$ cat src/rtl/htms_pkg.sv
package htms_pkg;

  localparam int unsigned AxisBitsDef = 16;
  localparam int unsigned FuncBits    = 3;
  localparam int unsigned CfgIdxBits  = 3;
  localparam int unsigned CfgDataBits = 8;
  localparam int unsigned HoldBits    = 8;

  // request codes
  localparam logic [FuncBits-1:0] FuncJoy     = 3'd0;
  localparam logic [FuncBits-1:0] FuncTick    = 3'd1;
  localparam logic [FuncBits-1:0] FuncTeleop  = 3'd2;
  localparam logic [FuncBits-1:0] FuncPlanner = 3'd3;
  localparam logic [FuncBits-1:0] FuncSetMode = 3'd4;

  // register indexes
  localparam logic [CfgIdxBits-1:0] RegUseTwoKeys   = 3'd0;
  localparam logic [CfgIdxBits-1:0] RegFirstIsAxis  = 3'd1;
  localparam logic [CfgIdxBits-1:0] RegSecondIsAxis = 3'd2;
  localparam logic [CfgIdxBits-1:0] RegHoldTicks    = 3'd3;
  localparam logic [CfgIdxBits-1:0] RegStartMode    = 3'd4;

  localparam logic                UseTwoKeysRst = 1'b1;
  localparam logic                FirstAxisRst  = 1'b0;
  localparam logic                SecondAxisRst = 1'b0;
  localparam logic [HoldBits-1:0] HoldTicksRst  = 8'd50;
  localparam logic                StartModeRst  = 1'b0;
  localparam logic [HoldBits-1:0] HoldTicksMax  = 8'd250;
  localparam logic [HoldBits-1:0] HoldCountMax  = 8'd255;

  typedef struct packed {
    logic                two_keys_en;
    logic                first_is_axis;
    logic                second_is_axis;
    logic [HoldBits-1:0] hold_limit;
  } cfg_t;

  typedef struct packed {
    logic en;
    logic mode;
  } preset_t;

  typedef struct packed {
    logic mode_now;
    logic keys_down_now;
    logic forward_velocity;
    logic send_stop;
  } res_t;

endpackage

$ cat src/rtl/htms_if.sv
interface htms_req_if #(
  parameter int unsigned AXIS_BITS = htms_pkg::AxisBitsDef
) ();
  logic                       valid;
  logic                       ready;
  logic [2:0]                 func;
  logic signed [AXIS_BITS-1:0] first_axis;
  logic                       first_button;
  logic signed [AXIS_BITS-1:0] second_axis;
  logic                       second_button;
  logic                       set_autonomous;

  modport source (
    output valid, func, first_axis, first_button, second_axis, second_button,
           set_autonomous,
    input  ready
  );
  modport sink (
    input  valid, func, first_axis, first_button, second_axis, second_button,
           set_autonomous,
    output ready
  );
endinterface

interface htms_res_if ();
  logic valid;
  logic ready;
  logic mode_now;
  logic keys_down_now;
  logic forward_velocity;
  logic send_stop;

  modport source (
    output valid, mode_now, keys_down_now, forward_velocity, send_stop,
    input  ready
  );
  modport sink (
    input  valid, mode_now, keys_down_now, forward_velocity, send_stop,
    output ready
  );
endinterface

$ cat src/rtl/hold_to_toggle_mode_selector.sv
// Hold-to-toggle mode selector: teleop / autonomous arbitration from operator
// input events.
// req_i carries one event per request (joystick report, loop tick, teleop or
// planner velocity command, set-mode request); res_o returns exactly one
// result per request: current mode, qualified key state, whether a velocity
// command passes and whether a stop command must be sent.
// The cfg_* port writes the five settings by index; writes to start_mode also
// preset the mode at once. Write only while no request is in flight.
// A request accepted into the input register has its result captured in the
// result register once that register can take it.
// Throughput: one request per cycle while res_o is not stalled, set by the
// state update between the input register and the result register.
// A stalled receiver holds the result register; one further request is held
// in the input register, after which req_i.ready drops until res_o drains.
// Reset clears both pipeline stages, loads the default settings and puts
// the block in teleop mode with no hold in progress.
module hold_to_toggle_mode_selector #(
  parameter int unsigned AXIS_BITS = htms_pkg::AxisBitsDef
) (
  input  logic                             clk_i,
  input  logic                             rst_ni,
  htms_req_if.sink                         req_i,
  htms_res_if.source                       res_o,
  input  logic                             cfg_we_i,
  input  logic [htms_pkg::CfgIdxBits-1:0]  cfg_idx_i,
  input  logic [htms_pkg::CfgDataBits-1:0] cfg_data_i
);
  import htms_pkg::*;

  cfg_t    cfg;
  preset_t preset;
  res_t    st_res;
  res_t    res_q;
  logic    res_vld_q;
  logic    s1_vld_q;
  logic    res_take;
  logic    s2_fire;
  logic    keys_down;
  logic    keys_new;

  logic [FuncBits-1:0]         func_q;
  logic signed [AXIS_BITS-1:0] first_axis_q;
  logic                        first_button_q;
  logic signed [AXIS_BITS-1:0] second_axis_q;
  logic                        second_button_q;
  logic                        set_auto_q;

  assign res_take    = !res_vld_q || res_o.ready;
  assign s2_fire     = s1_vld_q && res_take;
  assign req_i.ready = !s1_vld_q || res_take;

  always_ff @(posedge clk_i or negedge rst_ni) begin
    if (!rst_ni) begin
      s1_vld_q <= 1'b0;
    end else if (req_i.ready) begin
      s1_vld_q <= req_i.valid;
    end
  end

  always_ff @(posedge clk_i) begin
    if (req_i.valid && req_i.ready) begin
      func_q          <= req_i.func;
      first_axis_q    <= req_i.first_axis;
      first_button_q  <= req_i.first_button;
      second_axis_q   <= req_i.second_axis;
      second_button_q <= req_i.second_button;
      set_auto_q      <= req_i.set_autonomous;
    end
  end

  htms_cfg u_cfg (
    .clk_i      (clk_i),
    .rst_ni     (rst_ni),
    .cfg_we_i   (cfg_we_i),
    .cfg_idx_i  (cfg_idx_i),
    .cfg_data_i (cfg_data_i),
    .cfg_o      (cfg),
    .preset_o   (preset)
  );

  htms_key_qual #(
    .AXIS_BITS (AXIS_BITS)
  ) u_key_qual (
    .cfg_i           (cfg),
    .keys_down_i     (keys_down),
    .first_axis_i    (first_axis_q),
    .first_button_i  (first_button_q),
    .second_axis_i   (second_axis_q),
    .second_button_i (second_button_q),
    .keys_o          (keys_new)
  );

  htms_state u_state (
    .clk_i            (clk_i),
    .rst_ni           (rst_ni),
    .en_i             (s2_fire),
    .func_i           (func_q),
    .set_autonomous_i (set_auto_q),
    .keys_new_i       (keys_new),
    .cfg_i            (cfg),
    .preset_i         (preset),
    .keys_down_o      (keys_down),
    .res_o            (st_res)
  );

  always_ff @(posedge clk_i or negedge rst_ni) begin
    if (!rst_ni) begin
      res_vld_q <= 1'b0;
    end else if (res_take) begin
      res_vld_q <= s1_vld_q;
    end
  end

  always_ff @(posedge clk_i) begin
    if (s2_fire) begin
      res_q <= st_res;
    end
  end

  assign res_o.valid            = res_vld_q;
  assign res_o.mode_now         = res_q.mode_now;
  assign res_o.keys_down_now    = res_q.keys_down_now;
  assign res_o.forward_velocity = res_q.forward_velocity;
  assign res_o.send_stop        = res_q.send_stop;

  // a stop only comes from a tick, never with a forwarded velocity
  assert property (@(posedge clk_i) disable iff (!rst_ni)
    res_vld_q |-> !(res_q.send_stop && res_q.forward_velocity))
    else $error("stop and forward flagged together");

  // a toggle needs the keys held
  assert property (@(posedge clk_i) disable iff (!rst_ni)
    (s2_fire && st_res.send_stop) |-> (func_q == FuncTick) && st_res.keys_down_now)
    else $error("toggle without held keys on a tick");

  // a buffered request is not dropped while the result stage is blocked
  assert property (@(posedge clk_i) disable iff (!rst_ni)
    (s1_vld_q && !res_take) |=> s1_vld_q)
    else $error("buffered request lost");

endmodule

$ cat src/rtl/htms_cfg.sv
module htms_cfg (
  input  logic                                clk_i,
  input  logic                                rst_ni,
  input  logic                                cfg_we_i,
  input  logic [htms_pkg::CfgIdxBits-1:0]     cfg_idx_i,
  input  logic [htms_pkg::CfgDataBits-1:0]    cfg_data_i,
  output htms_pkg::cfg_t                      cfg_o,
  output htms_pkg::preset_t                   preset_o
);
  import htms_pkg::*;

  logic                use_two_q;
  logic                first_axis_q;
  logic                second_axis_q;
  logic [HoldBits-1:0] hold_ticks_q;

  always_ff @(posedge clk_i or negedge rst_ni) begin
    if (!rst_ni) begin
      use_two_q     <= UseTwoKeysRst;
      first_axis_q  <= FirstAxisRst;
      second_axis_q <= SecondAxisRst;
      hold_ticks_q  <= HoldTicksRst;
    end else if (cfg_we_i) begin
      case (cfg_idx_i)
        RegUseTwoKeys:   use_two_q     <= cfg_data_i[0];
        RegFirstIsAxis:  first_axis_q  <= cfg_data_i[0];
        RegSecondIsAxis: second_axis_q <= cfg_data_i[0];
        RegHoldTicks:    hold_ticks_q  <= cfg_data_i[HoldBits-1:0];
        default: ;
      endcase
    end
  end

  // hold time clamped to HoldTicksMax ticks
  always_comb begin
    cfg_o.two_keys_en    = use_two_q;
    cfg_o.first_is_axis  = first_axis_q;
    cfg_o.second_is_axis = second_axis_q;
    cfg_o.hold_limit     = (hold_ticks_q > HoldTicksMax) ? HoldTicksMax : hold_ticks_q;
  end

  assign preset_o.en   = cfg_we_i && (cfg_idx_i == RegStartMode);
  assign preset_o.mode = cfg_data_i[0];

endmodule

$ cat src/rtl/htms_key_qual.sv
module htms_key_qual #(
  parameter int unsigned AXIS_BITS = htms_pkg::AxisBitsDef
) (
  input  htms_pkg::cfg_t              cfg_i,
  input  logic                        keys_down_i,
  input  logic signed [AXIS_BITS-1:0] first_axis_i,
  input  logic                        first_button_i,
  input  logic signed [AXIS_BITS-1:0] second_axis_i,
  input  logic                        second_button_i,
  output logic                        keys_o
);
  import htms_pkg::*;

  localparam logic signed [AXIS_BITS-1:0] HalfPos = {2'b01, {(AXIS_BITS-2){1'b0}}};
  localparam logic signed [AXIS_BITS-1:0] HalfNeg = {2'b11, {(AXIS_BITS-2){1'b0}}};

  logic first_axis_on;
  logic second_axis_on;
  logic key_one;
  logic key_two;

  // hysteresis follows the combined key state
  assign first_axis_on  = keys_down_i ? !(first_axis_i > HalfPos) : (first_axis_i < HalfNeg);
  assign second_axis_on = keys_down_i ? !(second_axis_i > HalfPos) : (second_axis_i < HalfNeg);

  assign key_one = cfg_i.first_is_axis  ? first_axis_on  : first_button_i;
  assign key_two = cfg_i.second_is_axis ? second_axis_on : second_button_i;

  assign keys_o = key_one && (key_two || !cfg_i.two_keys_en);

endmodule

$ cat src/rtl/htms_state.sv
module htms_state (
  input  logic                            clk_i,
  input  logic                            rst_ni,
  input  logic                            en_i,
  input  logic [htms_pkg::FuncBits-1:0]   func_i,
  input  logic                            set_autonomous_i,
  input  logic                            keys_new_i,
  input  htms_pkg::cfg_t                  cfg_i,
  input  htms_pkg::preset_t               preset_i,
  output logic                            keys_down_o,
  output htms_pkg::res_t                  res_o
);
  import htms_pkg::*;

  logic                autonomous_q, autonomous_d;
  logic                keys_down_q, keys_down_d;
  logic                hold_q, hold_d;
  logic                toggled_q, toggled_d;
  logic [HoldBits-1:0] count_q, count_d;
  logic [HoldBits-1:0] count_inc;
  logic                fwd;
  logic                stop;

  assign count_inc = (count_q == HoldCountMax) ? count_q : count_q + 8'd1;

  always_comb begin
    autonomous_d = autonomous_q;
    keys_down_d  = keys_down_q;
    hold_d       = hold_q;
    toggled_d    = toggled_q;
    count_d      = count_q;
    fwd          = 1'b0;
    stop         = 1'b0;
    case (func_i)
      FuncJoy: begin
        keys_down_d = keys_new_i;
      end
      FuncTick: begin
        if (!hold_q && keys_down_q) begin
          hold_d  = 1'b1;
          count_d = '0;
        end else if (hold_q && !keys_down_q) begin
          hold_d    = 1'b0;
          toggled_d = 1'b0;
        end else if (hold_q && keys_down_q && !toggled_q) begin
          count_d = count_inc;
          if (count_inc >= cfg_i.hold_limit) begin
            autonomous_d = !autonomous_q;
            stop         = 1'b1;
            toggled_d    = 1'b1;
          end
        end
      end
      FuncTeleop:  fwd = !autonomous_q;
      FuncPlanner: fwd = autonomous_q;
      FuncSetMode: autonomous_d = set_autonomous_i;
      default: ;
    endcase
  end

  always_ff @(posedge clk_i or negedge rst_ni) begin
    if (!rst_ni) begin
      autonomous_q <= StartModeRst;
      keys_down_q  <= 1'b0;
      hold_q       <= 1'b0;
      toggled_q    <= 1'b0;
      count_q      <= '0;
    end else begin
      if (en_i) begin
        autonomous_q <= autonomous_d;
        keys_down_q  <= keys_down_d;
        hold_q       <= hold_d;
        toggled_q    <= toggled_d;
        count_q      <= count_d;
      end
      if (preset_i.en) begin
        autonomous_q <= preset_i.mode;
      end
    end
  end

  assign keys_down_o          = keys_down_q;
  assign res_o.mode_now         = autonomous_d;
  assign res_o.keys_down_now    = keys_down_d;
  assign res_o.forward_velocity = fwd;
  assign res_o.send_stop        = stop;

endmodule
$ cat src/flat_wrapper.sv
// flat-port wrapper written by rule: the top's interface ports become plain ports
module hold_to_toggle_mode_selector_flat import htms_pkg::*;
#(
  parameter int unsigned AXIS_BITS = htms_pkg::AxisBitsDef
)
  (clk_i, rst_ni, cfg_we_i, cfg_idx_i, cfg_data_i, req_i_valid, req_i_func, req_i_first_axis, req_i_first_button, req_i_second_axis, req_i_second_button, req_i_set_autonomous, req_i_ready, res_o_valid, res_o_mode_now, res_o_keys_down_now, res_o_forward_velocity, res_o_send_stop, res_o_ready);
  htms_req_if #(.AXIS_BITS(AXIS_BITS)) req_i_i ();
  htms_res_if res_o_i ();
  input  logic clk_i;
  input  logic rst_ni;
  input  logic cfg_we_i;
  input  logic [htms_pkg::CfgIdxBits-1:0] cfg_idx_i;
  input  logic [htms_pkg::CfgDataBits-1:0] cfg_data_i;
  input wire logic [$bits(req_i_i.valid)-1:0] req_i_valid;
  input wire logic [$bits(req_i_i.func)-1:0] req_i_func;
  input wire logic [$bits(req_i_i.first_axis)-1:0] req_i_first_axis;
  input wire logic [$bits(req_i_i.first_button)-1:0] req_i_first_button;
  input wire logic [$bits(req_i_i.second_axis)-1:0] req_i_second_axis;
  input wire logic [$bits(req_i_i.second_button)-1:0] req_i_second_button;
  input wire logic [$bits(req_i_i.set_autonomous)-1:0] req_i_set_autonomous;
  output wire logic [$bits(req_i_i.ready)-1:0] req_i_ready;
  output wire logic [$bits(res_o_i.valid)-1:0] res_o_valid;
  output wire logic [$bits(res_o_i.mode_now)-1:0] res_o_mode_now;
  output wire logic [$bits(res_o_i.keys_down_now)-1:0] res_o_keys_down_now;
  output wire logic [$bits(res_o_i.forward_velocity)-1:0] res_o_forward_velocity;
  output wire logic [$bits(res_o_i.send_stop)-1:0] res_o_send_stop;
  input wire logic [$bits(res_o_i.ready)-1:0] res_o_ready;
  assign req_i_i.valid = req_i_valid;
  assign req_i_i.func = req_i_func;
  assign req_i_i.first_axis = req_i_first_axis;
  assign req_i_i.first_button = req_i_first_button;
  assign req_i_i.second_axis = req_i_second_axis;
  assign req_i_i.second_button = req_i_second_button;
  assign req_i_i.set_autonomous = req_i_set_autonomous;
  assign req_i_ready = req_i_i.ready;
  assign res_o_valid = res_o_i.valid;
  assign res_o_mode_now = res_o_i.mode_now;
  assign res_o_keys_down_now = res_o_i.keys_down_now;
  assign res_o_forward_velocity = res_o_i.forward_velocity;
  assign res_o_send_stop = res_o_i.send_stop;
  assign res_o_i.ready = res_o_ready;
  hold_to_toggle_mode_selector #(.AXIS_BITS(AXIS_BITS)) u_core (.clk_i(clk_i), .rst_ni(rst_ni), .req_i(req_i_i), .res_o(res_o_i), .cfg_we_i(cfg_we_i), .cfg_idx_i(cfg_idx_i), .cfg_data_i(cfg_data_i));
endmodule
$ cat config.mk
export PLATFORM = sky130hd
export DESIGN_NAME = hold_to_toggle_mode_selector_flat
export DESIGN_NICKNAME = d
export VERILOG_FILES = /design/src/rtl/htms_pkg.sv /design/src/rtl/htms_if.sv /design/src/rtl/hold_to_toggle_mode_selector.sv /design/src/rtl/htms_cfg.sv /design/src/rtl/htms_key_qual.sv /design/src/rtl/htms_state.sv /design/src/flat_wrapper.sv
export SDC_FILE = /design/constraint.sdc
export NUM_CORES = 1
export LEC_CHECK = 0
export ABC_AREA = 0
export BUFFER_PORTS_ARGS = -buffer_cell sky130_fd_sc_hd__buf_2
export CORE_UTILIZATION = 50
export DETAILED_ROUTE_END_ITERATION = 7
export GPL_TIMING_DRIVEN = 0
export PLACE_DENSITY = 0.7
export SLEW_MARGIN = 10
export SYNTH_ARGS = -nofsm -noshare
export SYNTH_HDL_FRONTEND = slang
export SYNTH_HIERARCHICAL = 1
export SYNTH_SLANG_ARGS = --single-unit
$ cat constraint.sdc
create_clock -name clk_i -period 3.3 [get_ports clk_i]
set_input_delay 0.66 -clock clk_i [delete_from_list [all_inputs] [get_ports clk_i]]
set_output_delay 0.66 -clock clk_i [all_outputs]
set_load 0.02 [all_outputs]
==> results.tsv, run 1 <==
metric	value	unit
cts_sinks	67	
path_max_fanout	6	
first_global_vias	2098	
hold_ws	0.3131	ns
ir_drop	482.9	uV
drive_above_1_share	37.84	%
fin_crit_sh	95.60	%
antenna_found_initial	0	
synth_edf_count	42	
drc	0	
synth_area	3271	um2
cp_num_buf_inv	1	
crit_type	register to register	
die_h	82.88	um
routed_wl	5542	um
p_per_area	546.4	nW/um2
synth_top_area_share	38.56	%
core	6350	um2
syn_inst	255	
cp_data_arrival_time	3.26	ns
slew_violations	0	
setup_viol	0	
grt_use_total	17.61	%
drt-vias-per-instance	5.117	
cts_tree	yes	
crit_path_end_kind	register	
period_needed	3.155	ns
die_area	6869	um2
grt_pass1_wl	9473	um
clk_pin_slew	0.08	ns
syn_nets	322	
max-slew-margin-rel	61.98	%
yosys-top-cells-count	42 x edfxtp_1, 21 x dfrtp_1, 19 x nand2_1, 17 x nor2_1, 16 x inv_1	
cts-root-buf	clkbuf_8	
synthFlopType	edfxtp_1	
synth.most_common_cell	edfxtp_1	
rsz0062_at_grt	false	
cts_buffers	9	
first_pass_iters	4	
skew	0.005624	ns
start_util	51.51	%
cp_slowest_stage_delay	0.53	ns
ys_seq_area_share	57.84	%
io_pins	60	
gp_congestion	0.7842	
hp-class	input port to asynchronous set/reset pin	
grt-ovfl-total	0	
htreeDepth	3	
cp-start-kind	register	
worstMarginPinSlew	0.5704	ns
cts-hold-fix-buffers	0	
p_leak	1.676	nW
yosysWarningCount	6	
final_area	3891	um2
crit_chain	ha_2 > nand3_2 > nor2_4 > or4b_4 > xnor2_1 > ha_1 > nand2_1 > nor2_2 > o311ai_4 > a21oi_2 > mux2_1 > buf_4	
die_w	82.88	um
async_flop_share	37.31	%
fmax	0.3170	GHz
placed_cells	391	
drv_cap	0	
num_rows	29	
synth_seq_cells	67	
crit_slowest_cell	or4b_4	
stdcell_count	410	
hold_viol	0	
outcome	complete, no violations	
clk_latency	0.34	ns
areaGrowthSynthToFinish	18.97	%
ant_nets	0	
drtIter0Drc	113	
fin_util	61.28	%
critPathTopFamily	simple AND/OR/NAND/NOR gates	
avgSynthCellArea	12.83	um2
place_area	3662	um2
portBuffers	59	
dp_hpwl	4010	um
wl_per_cell	13.52	um
synth_top_cell_by_area	edfxtp_1	
clk_path_buf_depth	2	
synth_area_leaders	edfxtp_1 39%, dfrtp_1 16%, ha_1 5.0%, mux2_2 4.5%, dfstp_2 3.2%	
worst_ep_required_time	3.40	ns
grt_max_degree	39	
antenna_cells	0	
fin_setup_tns	0	ns
num_vias	2098	
synthDistinctLibCells	54	
nets	395	
==> per-stage QoR <==
step	setup slack, ns	total power, mW
after floorplan	0.2994	1.342
after global routing	0.004439	2.243
final	0.1452	2.126
after detailed placement	0.04578	1.458
after global placement	0.04180	1.442
after CTS	0.01505	2.144
==> repair_timing <==
| action | in CTS | in global routing |
|---|---|---|
| buffers inserted | 0 | 3 |
| endpoints found under the hold margin | 0 | 0 |
| endpoints found under the setup margin | 0 | 1 |
| gates resized for setup | 0 | 4 |
==> metal layers <==
| metal | track usage, % | vias up | share of wire [%] | routed length, um |
|---|---|---|---|---|
| li1 | - | 1070 | - | - |
| met1 | 22.82 | 971 | 49 | 2701 |
| met2 | 27.72 | 52 | 46 | 2522 |
| met3 | 5.368 | 5 | 4.5 | 247 |
| met4 | 7.053 | 0 | 1.3 | 72 |
| met5 | 0 | - | 0 | 0 |
==> layout by cell type (no fill, tap or decap), types with 4 or more instances in the layout <==
master    netlist  final
a31oi_1         5      5
a21oi_1         8      8
nor3_1          5      5
o21ai_0        10     10
clkbuf_8        0      9
inv_1          16     16
nand2_1        19     19
nor2_1         17     16
dfrtp_1        21     19
mux2_2         13     13
buf_4           8     11
nand2b_1        4      4
clkbuf_1        6      6
edfxtp_1       42     42
nor2b_1         5      5
dfstp_2         4      4
buf_2           1     60
ha_1           13     12
==> path summary, 6_finish.rpt <==
path / depth (start not counted) / slack, ns / start / end
setup / recovery: 12 / 0.15 / u_core/u_state/count_q[0]$_DFFE_PN0P_ / u_core/res_o.mode_now$_DFFE_PP_
hold / removal: 1 / 0.31 / rst_ni / u_core/u_state/autonomous_q$_DFFE_PN0P_
setup reg to reg: 12 / 0.15 / u_core/u_state/count_q[0]$_DFFE_PN0P_ / u_core/res_o.mode_now$_DFFE_PP_
hold reg to reg: 1 / 0.52 / u_core/u_cfg/hold_ticks_q[0]$_DFFE_PN0P_ / u_core/u_cfg/hold_ticks_q[0]$_DFFE_PN0P_
max in group asynchronous: 1 / 2.58 / rst_ni / u_core/u_state/count_q[1]$_DFFE_PN0P_
min in group clk_i: 1 / 0.49 / req_i_second_button / u_core/second_button_q$_DFFE_PP_
==> sequential cells by signal (all words and copies together), names as in the netlist, 3 cells and up <==
register and flops:
u_core/first_axis_q 16, u_core/func_q 3, u_core/second_axis_q 16, u_core/u_cfg/hold_ticks_q 8, u_core/u_state/count_q 8
==> power breakdown <==
group,internal (mW),switching [mW]
Sequential,1.00,0.0705
Combinational,0.189,0.185
Clock,0.353,0.328
Total,1.54,0.584
==> cell type report <==
type                    instances  area [um2]
inverters                      16       60.06
fillers                       515        2459
well taps                      77       96.34
clock inverters                 7       75.07
repair buffers                 62       317.8
flip-flops and latches         67        1894
plain buffers                  17       110.1
multi-input cells             155        1214
clock buffers                   9       123.9
==> cell families (layout without fill, tap and decap cells) <==
logic type               after synthesis  after routing  synth area share, %
AND/OR/NAND/NOR                       80             80                15.91
XOR/XNOR                               3              3               0.8035
multiplexers                          19             19                6.695
flip-flops                            67             67                57.84
buffers and inverters                 33            111                5.203
AO/OA/AOI/OAI                         40             40                8.570
adder cells (fa/ha/maj)               13             13                4.973
Power figures use the tool's default switching activity.
==> inputs of run 2 (changes only) <==
--- a/config.mk
+++ b/config.mk
@@ -10,7 +10,7 @@
 export CORE_UTILIZATION = 50
 export DETAILED_ROUTE_END_ITERATION = 7
 export GPL_TIMING_DRIVEN = 0
-export PLACE_DENSITY = 0.7
+export PLACE_DENSITY_LB_ADDON = 0.25
 export SLEW_MARGIN = 10
 export SYNTH_ARGS = -nofsm -noshare
 export SYNTH_HDL_FRONTEND = slang
==> run 2 against run 1 <==
  * Count of clock-buffer cells in the layout unchanged
  * Routed wire length down 2.3%
  * Critical path depth fell by 1
  * Sequential share of layout area is 0.16 points lower
  * Largest power group unchanged
==> results.tsv, run 2 (same netlist as run 1, synthesis figures left out) <==
metric	value	unit	change
grt_max_degree	39		unchanged
n_fill_cell	519		+0.78%
num_rows	29		unchanged
wl_per_cell	13.27	um	-1.8%
io_pins	60		unchanged
drtIter0Drc	118		+4.4%
nets	393		-0.51%
intPower	1.625	mW	+5.4%
final_common_cell	buf_2		
crit_end	u_core/res_o.mode_now$_DFFE_PP_		
cts_sinks	67		unchanged
routed_wl	5415	um	-2.3%
crit_path_end_kind	register		
grt-ovfl-total	0		unchanged
start_util	51.51	%	unchanged
die_area	6869	um2	unchanged
worst-r2r-setup-slack	0.11	ns	-0.04 ns
drt-vias-per-instance	5.196		+1.5%
hold_viol	0		unchanged
skew	0.006999	ns	+0.001375 ns
cp-start-kind	register		
drc	0		unchanged
first_pass_iters	7		+3
core	6350	um2	unchanged
timing.rr.start	u_core/u_state/count_q[1]$_DFFE_PN0P_		
fin_setup_tns	0	ns	unchanged
antenna_found_initial	0		unchanged
final_cell_mix	60 x buf_2, 42 x edfxtp_1, 20 x dfrtp_1		
slew_violations	0		unchanged
reg2regPathDepth	11		-1
period_needed	3.191	ns	+0.03581 ns
p_leak	1.691	nW	+0.86%
p_seq_share	48.1	%	-2.3 points
grt_pass1_wl	9225	um	-2.6%
hp-class	input port to asynchronous set/reset pin		
max-slew-margin-rel	60.55	%	-1.4 points
clk_pin_slew	0.08	ns	about the same
outcome	complete, no violations		
cts_buffers	9		unchanged
p_switching	0.5959	mW	+2.0%
htreeDepth	3		unchanged
ant_nets	0		unchanged
rsz0062_at_grt	false		
dp_hpwl	3971	um	-0.98%
grt_use_total	17.25	%	-0.35 points
gp_congestion	0.8095		+3.2%
swShare	26.83	%	-0.64 points
antenna_cells	0		unchanged
worstReg2RegEnd	u_core/res_o.mode_now$_DFFE_PP_		
portBuffers	59		unchanged
path_max_fanout	9		+3
p_clk_share	35.0	%	+3.0 points
die_h	82.88	um	unchanged
fin_crit_sh	96.68	%	+1.1 points
first_global_vias	2063		-1.7%
cp_data_arrival_time	3.29	ns	+0.03 ns
crit_start	u_core/u_state/count_q[1]$_DFFE_PN0P_		
reg_top3	u_core/first_axis_q (16), u_core/second_axis_q (16)		
worst_ep_required_time	3.40	ns	about the same
areaGrowthSynthToFinish	19.28	%	
fmax	0.3134	GHz	-1.1%
clk_path_buf_depth	2		unchanged
cts-root-buf	clkbuf_8		
die_w	82.88	um	unchanged
clk_latency	0.34	ns	about the same
worstMarginPinSlew	0.5917	ns	+0.02136 ns
cts_tree	yes		
hold_ws	0.3169	ns	+0.003775 ns
setup_viol	0		unchanged
drive_above_1_share	37.16	%	-0.68 points
crit_type	register to register		
num_vias	2120		+1.0%
pwr-share-comb	16.9	%	-0.7 points
cts-hold-fix-buffers	0		unchanged
ir_drop	380.3	uV	-21%
p_per_area	569.3	nW/um2	+4.2%
drv_cap	0		unchanged
run 2: through the flow:
| stage | power (mW) | instances | util [%] | worst slack (ns) | area, um2 |
|---|---|---|---|---|---|
| floorplan | 1.342 | 255 | - | 0.2994 | 3271 |
| global placement | 1.440 | 391 | 57.67 | 0.08489 | 3662 |
| detailed placement | 1.460 | 391 | 57.67 | 0.08861 | 3662 |
| CTS | 2.243 | 407 | 61.26 | 0.06912 | 3890 |
| global route | 2.336 | 408 | 61.44 | 0.006589 | 3901 |
| finish | 2.221 | 408 | 61.44 | 0.1094 | 3901 |
run 2: worst max-delay path, stage by stage (launching register included):
cell      delay (ns)
dfrtp_1         0.42
ha_1            0.25
nand3_2         0.14
nor2_4          0.22
mux2_2          0.37
ha_1            0.29
nor2b_1         0.14
o211a_1         0.24
o311ai_4        0.30
a21oi_2         0.13
mux2_1          0.32
buf_4           0.13
run 2: metal layers:
metal	part of all wire [%]	vias up	global-route usage, %
met5	0	-	0
met3	4.4	6	4.871
li1	-	1066	-
met2	47	54	26.68
met1	47	994	22.19
met4	1.7	0	8.934
run 2: how the worst min path moves through the flow:
stage,to,slack (ns),cells after the start
finish,u_core/u_state/hold_q$_DFFE_PN0P_,0.32,1
floorplan,u_core/res_o.valid$_DFFE_PN0P_,0.36,0
global placement,u_core/u_cfg/hold_ticks_q[0]$_DFFE_PN0P_,0.49,1
CTS,u_core/res_o.valid$_DFFE_PN0P_,0.33,1
detailed placement,u_core/u_cfg/hold_ticks_q[0]$_DFFE_PN0P_,0.50,1
global route,u_core/u_state/hold_q$_DFFE_PN0P_,0.34,1
run 2: area by class of cell:
| type | count | area, um2 | share of cell area, % |
|---|---|---|---|
| Clock inverter | 7 | 103.9 | 2.662 |
| Buffer | 17 | 110.1 | 2.822 |
| Sequential cell | 67 | 1893 | 48.52 |
| Tap cell | 77 | 96.34 | 2.470 |
| Clock buffer | 9 | 123.9 | 3.175 |
| Timing Repair Buffer | 60 | 302.8 | 7.761 |
| Inverter | 16 | 60.06 | 1.539 |
| Multi-Input combinational cell | 155 | 1211 | 31.05 |
run 2: power by group through the flow:
stage	registers [mW]	logic (mW)	clock network [mW]
2_1_floorplan	1.08	0.266	0
3_3_place_gp	1.08	0.360	0
3_5_place_dp	1.09	0.375	0
4_1_cts	1.07	0.379	0.797
5_1_grt	1.08	0.429	0.828
6_report	1.07	0.376	0.777
run 2: repair_timing:
item / in CTS / in global routing
setup buffers: 0 / 1
endpoints found under the setup margin: 0 / 1
gates resized for setup: 0 / 3
==> inputs of run 3 (changes only) <==
==> constraint.sdc (replaced) <==
create_clock -name clk_i -period 3.8 [get_ports clk_i]
set_input_delay 0.76 -clock clk_i [delete_from_list [all_inputs] [get_ports clk_i]]
set_output_delay 0.76 -clock clk_i [all_outputs]
set_load 0.02 [all_outputs]
==> run 3 against run 2 <==
  * Register-to-register slack improved by 0.47 ns
  * Cell count is 0.25% lower
  * Sequential share of layout area grew 0.11 points
  * Final area fell by 0.29%
==> results.tsv, run 3 (same netlist as run 1, synthesis figures left out) <==
metric	value	unit	change
outcome	complete, no violations		
first_pass_iters	4		-3
cts-root-buf	clkbuf_8		
n_fill_cell	521		+0.39%
rsz0062_at_grt	false		
start_util	51.51	%	unchanged
drtIter0Drc	110		-6.8%
slew_violations	0		unchanged
intPower	1.410	mW	-13%
setup_viol	0		unchanged
grt-ovfl-total	0		unchanged
cts_sinks	67		unchanged
cts_buffers	9		unchanged
core	6350	um2	unchanged
post_cts_buffers	0		unchanged
final_area	3890	um2	-0.29%
crit_slowest_cell	or4b_4		
swShare	26.84	%	about the same
final_cell_mix	60 x buf_2, 42 x edfxtp_1, 21 x dfrtp_1		
cp_num_buf_inv	1		unchanged
p_per_area	495.4	nW/um2	-13%
dp_hpwl	3971	um	unchanged
areaGrowthSynthToFinish	18.94	%	
path_max_fanout	9		unchanged
routed.top_layer	met4		
cp-start-kind	register		
crit_top_cell	ha_1		
grt_use_total	17.25	%	unchanged
skew	0.007117	ns	+0.0001179 ns
crit_path_end_kind	register		
period_needed	3.218	ns	+0.02695 ns
p_seq_share	48.1	%	about the same
antenna_found_initial	0		unchanged
reg2regPathDepth	12		+1
num_rows	29		unchanged
die_h	82.88	um	unchanged
fin_setup_tns	0	ns	unchanged
routed_wl	5394	um	-0.39%
met1_length	2510	um	-0.36%
die_area	6869	um2	unchanged
cp_slowest_stage_delay	0.54	ns	+0.12 ns
final_common_cell	buf_2		
hp-class	input port to asynchronous set/reset pin		
stdcell_count	407		-0.25%
fmax	0.3108	GHz	-0.84%
drc	0		unchanged
clk_path_buf_depth	2		unchanged
gp_congestion	0.8095		unchanged
max-slew-margin-rel	60.62	%	+0.065 points
fin_crit_sh	84.67	%	-12 points
critPathTopFamily	simple AND/OR/NAND/NOR gates		
first_global_vias	2063		unchanged
worstMarginPinSlew	0.5908	ns	-0.0009713 ns
reg_top3	u_core/first_axis_q (16), u_core/second_axis_q (16)		
wl_per_cell	13.25	um	-0.14%
p_clk_share	35.1	%	about the same
cts_resized	0		unchanged
met2WireLength	2552	um	-0.43%
pwr-share-comb	16.9	%	about the same
ant_nets	0		unchanged
worst-r2r-setup-slack	0.58	ns	+0.47 ns
cts-hold-fix-buffers	0		unchanged
placed_cells	391		unchanged
p_switching	0.5173	mW	-13%
clk_latency	0.34	ns	about the same
antenna_cells	0		unchanged
drv_cap	0		unchanged
hold_viol	0		unchanged
io_pins	60		unchanged
wl_met3	240	um	unchanged
ir_drop	330.2	uV	-13%
cts_tree	yes		
grt_max_degree	39		unchanged
drt-vias-per-instance	5.182		-0.27%
die_w	82.88	um	unchanged
cp_num_cells	12		+1
num_vias	2109		-0.52%
htreeDepth	3		unchanged
crit_type	register to register		
grt_pass1_wl	9225	um	unchanged
crit_chain	ha_1 > nand3_2 > nor2_4 > or4b_4 > xnor2_1 > ha_1 > nand2_1 > nor2_1 > o311ai_4 > a21oi_2 > mux2_1 > buf_4		
cp_data_arrival_time	3.32	ns	+0.03 ns
place_area	3662	um2	unchanged
portBuffers	59		unchanged
nets	392		-0.25%
clk_pin_slew	0.08	ns	about the same
worst_ep_required_time	3.90	ns	+0.50 ns
p_leak	1.687	nW	-0.22%
drive_above_1_share	36.36	%	-0.80 points
run 3: final timing paths:
kind / startpoint / to
max: u_core/u_state/count_q[0]$_DFFE_PN0P_ / u_core/res_o.mode_now$_DFFE_PP_
min: rst_ni / u_core/u_state/hold_q$_DFFE_PN0P_
max reg2reg: u_core/u_state/count_q[0]$_DFFE_PN0P_ / u_core/res_o.mode_now$_DFFE_PP_
min reg2reg: u_core/u_cfg/hold_ticks_q[0]$_DFFE_PN0P_ / u_core/u_cfg/hold_ticks_q[0]$_DFFE_PN0P_
max in group asynchronous: rst_ni / u_core/u_state/count_q[1]$_DFFE_PN0P_
min in group clk_i: u_core/u_cfg/hold_ticks_q[0]$_DFFE_PN0P_ / u_core/u_cfg/hold_ticks_q[0]$_DFFE_PN0P_
run 3: area by class of cell:
class	instances	area, um2	share of cell area, %
clock inverters	7	103.9	2.670
well taps	77	96.34	2.477
repair buffers	59	295.3	7.591
plain buffers	17	110.1	2.831
inverters	16	60.06	1.544
multi-input cells	155	1209	31.07
flip-flops and latches	67	1892	48.63
clock buffers	9	123.9	3.184
run 3: layer usage:
layer  vias up  global-route usage, %
met5         -                      0
met4         0                  8.934
met3         6                  4.871
met2        53                  26.68
met1       985                  22.19
li1       1065                      -
run 3: power by group through the flow:
| stage | registers, mW | clock network, mW | logic, mW |
|---|---|---|---|
| after floorplan | 0.934 | 0 | 0.231 |
| after global placement | 0.939 | 0 | 0.312 |
| after detailed placement | 0.942 | 0 | 0.326 |
| after CTS | 0.927 | 0.692 | 0.329 |
| after global routing | 0.937 | 0.719 | 0.371 |
| final | 0.926 | 0.676 | 0.325 |
run 3: worst reg2reg max path, delay by kind of cell (launching register included):
| kind | cells | cell delay, ns |
|---|---|---|
| adder cells (fa/ha/maj) | 2 | 0.58 |
| XOR/XNOR | 1 | 0.16 |
| multiplexers | 1 | 0.34 |
| buffers and inverters | 1 | 0.13 |
| AND/OR/NAND/NOR | 5 | 0.98 |
| flip-flops | 1 | 0.45 |
| AO/OA/AOI/OAI | 2 | 0.36 |
run 3: through the flow:
stage / hold slack (ns) / setup slack (ns) / utilization [%] / total power, mW
finish: 0.4163 / 0.5824 / 61.26 / 1.927
global route: 0.4435 / 0.4280 / 61.26 / 2.027
CTS: 0.4262 / 0.5691 / 61.26 / 1.948
detailed placement: 0.5008 / 0.5886 / 57.67 / 1.268
global placement: 0.4862 / 0.5849 / 57.67 / 1.251
floorplan: 0.4644 / 0.7994 / - / 1.165
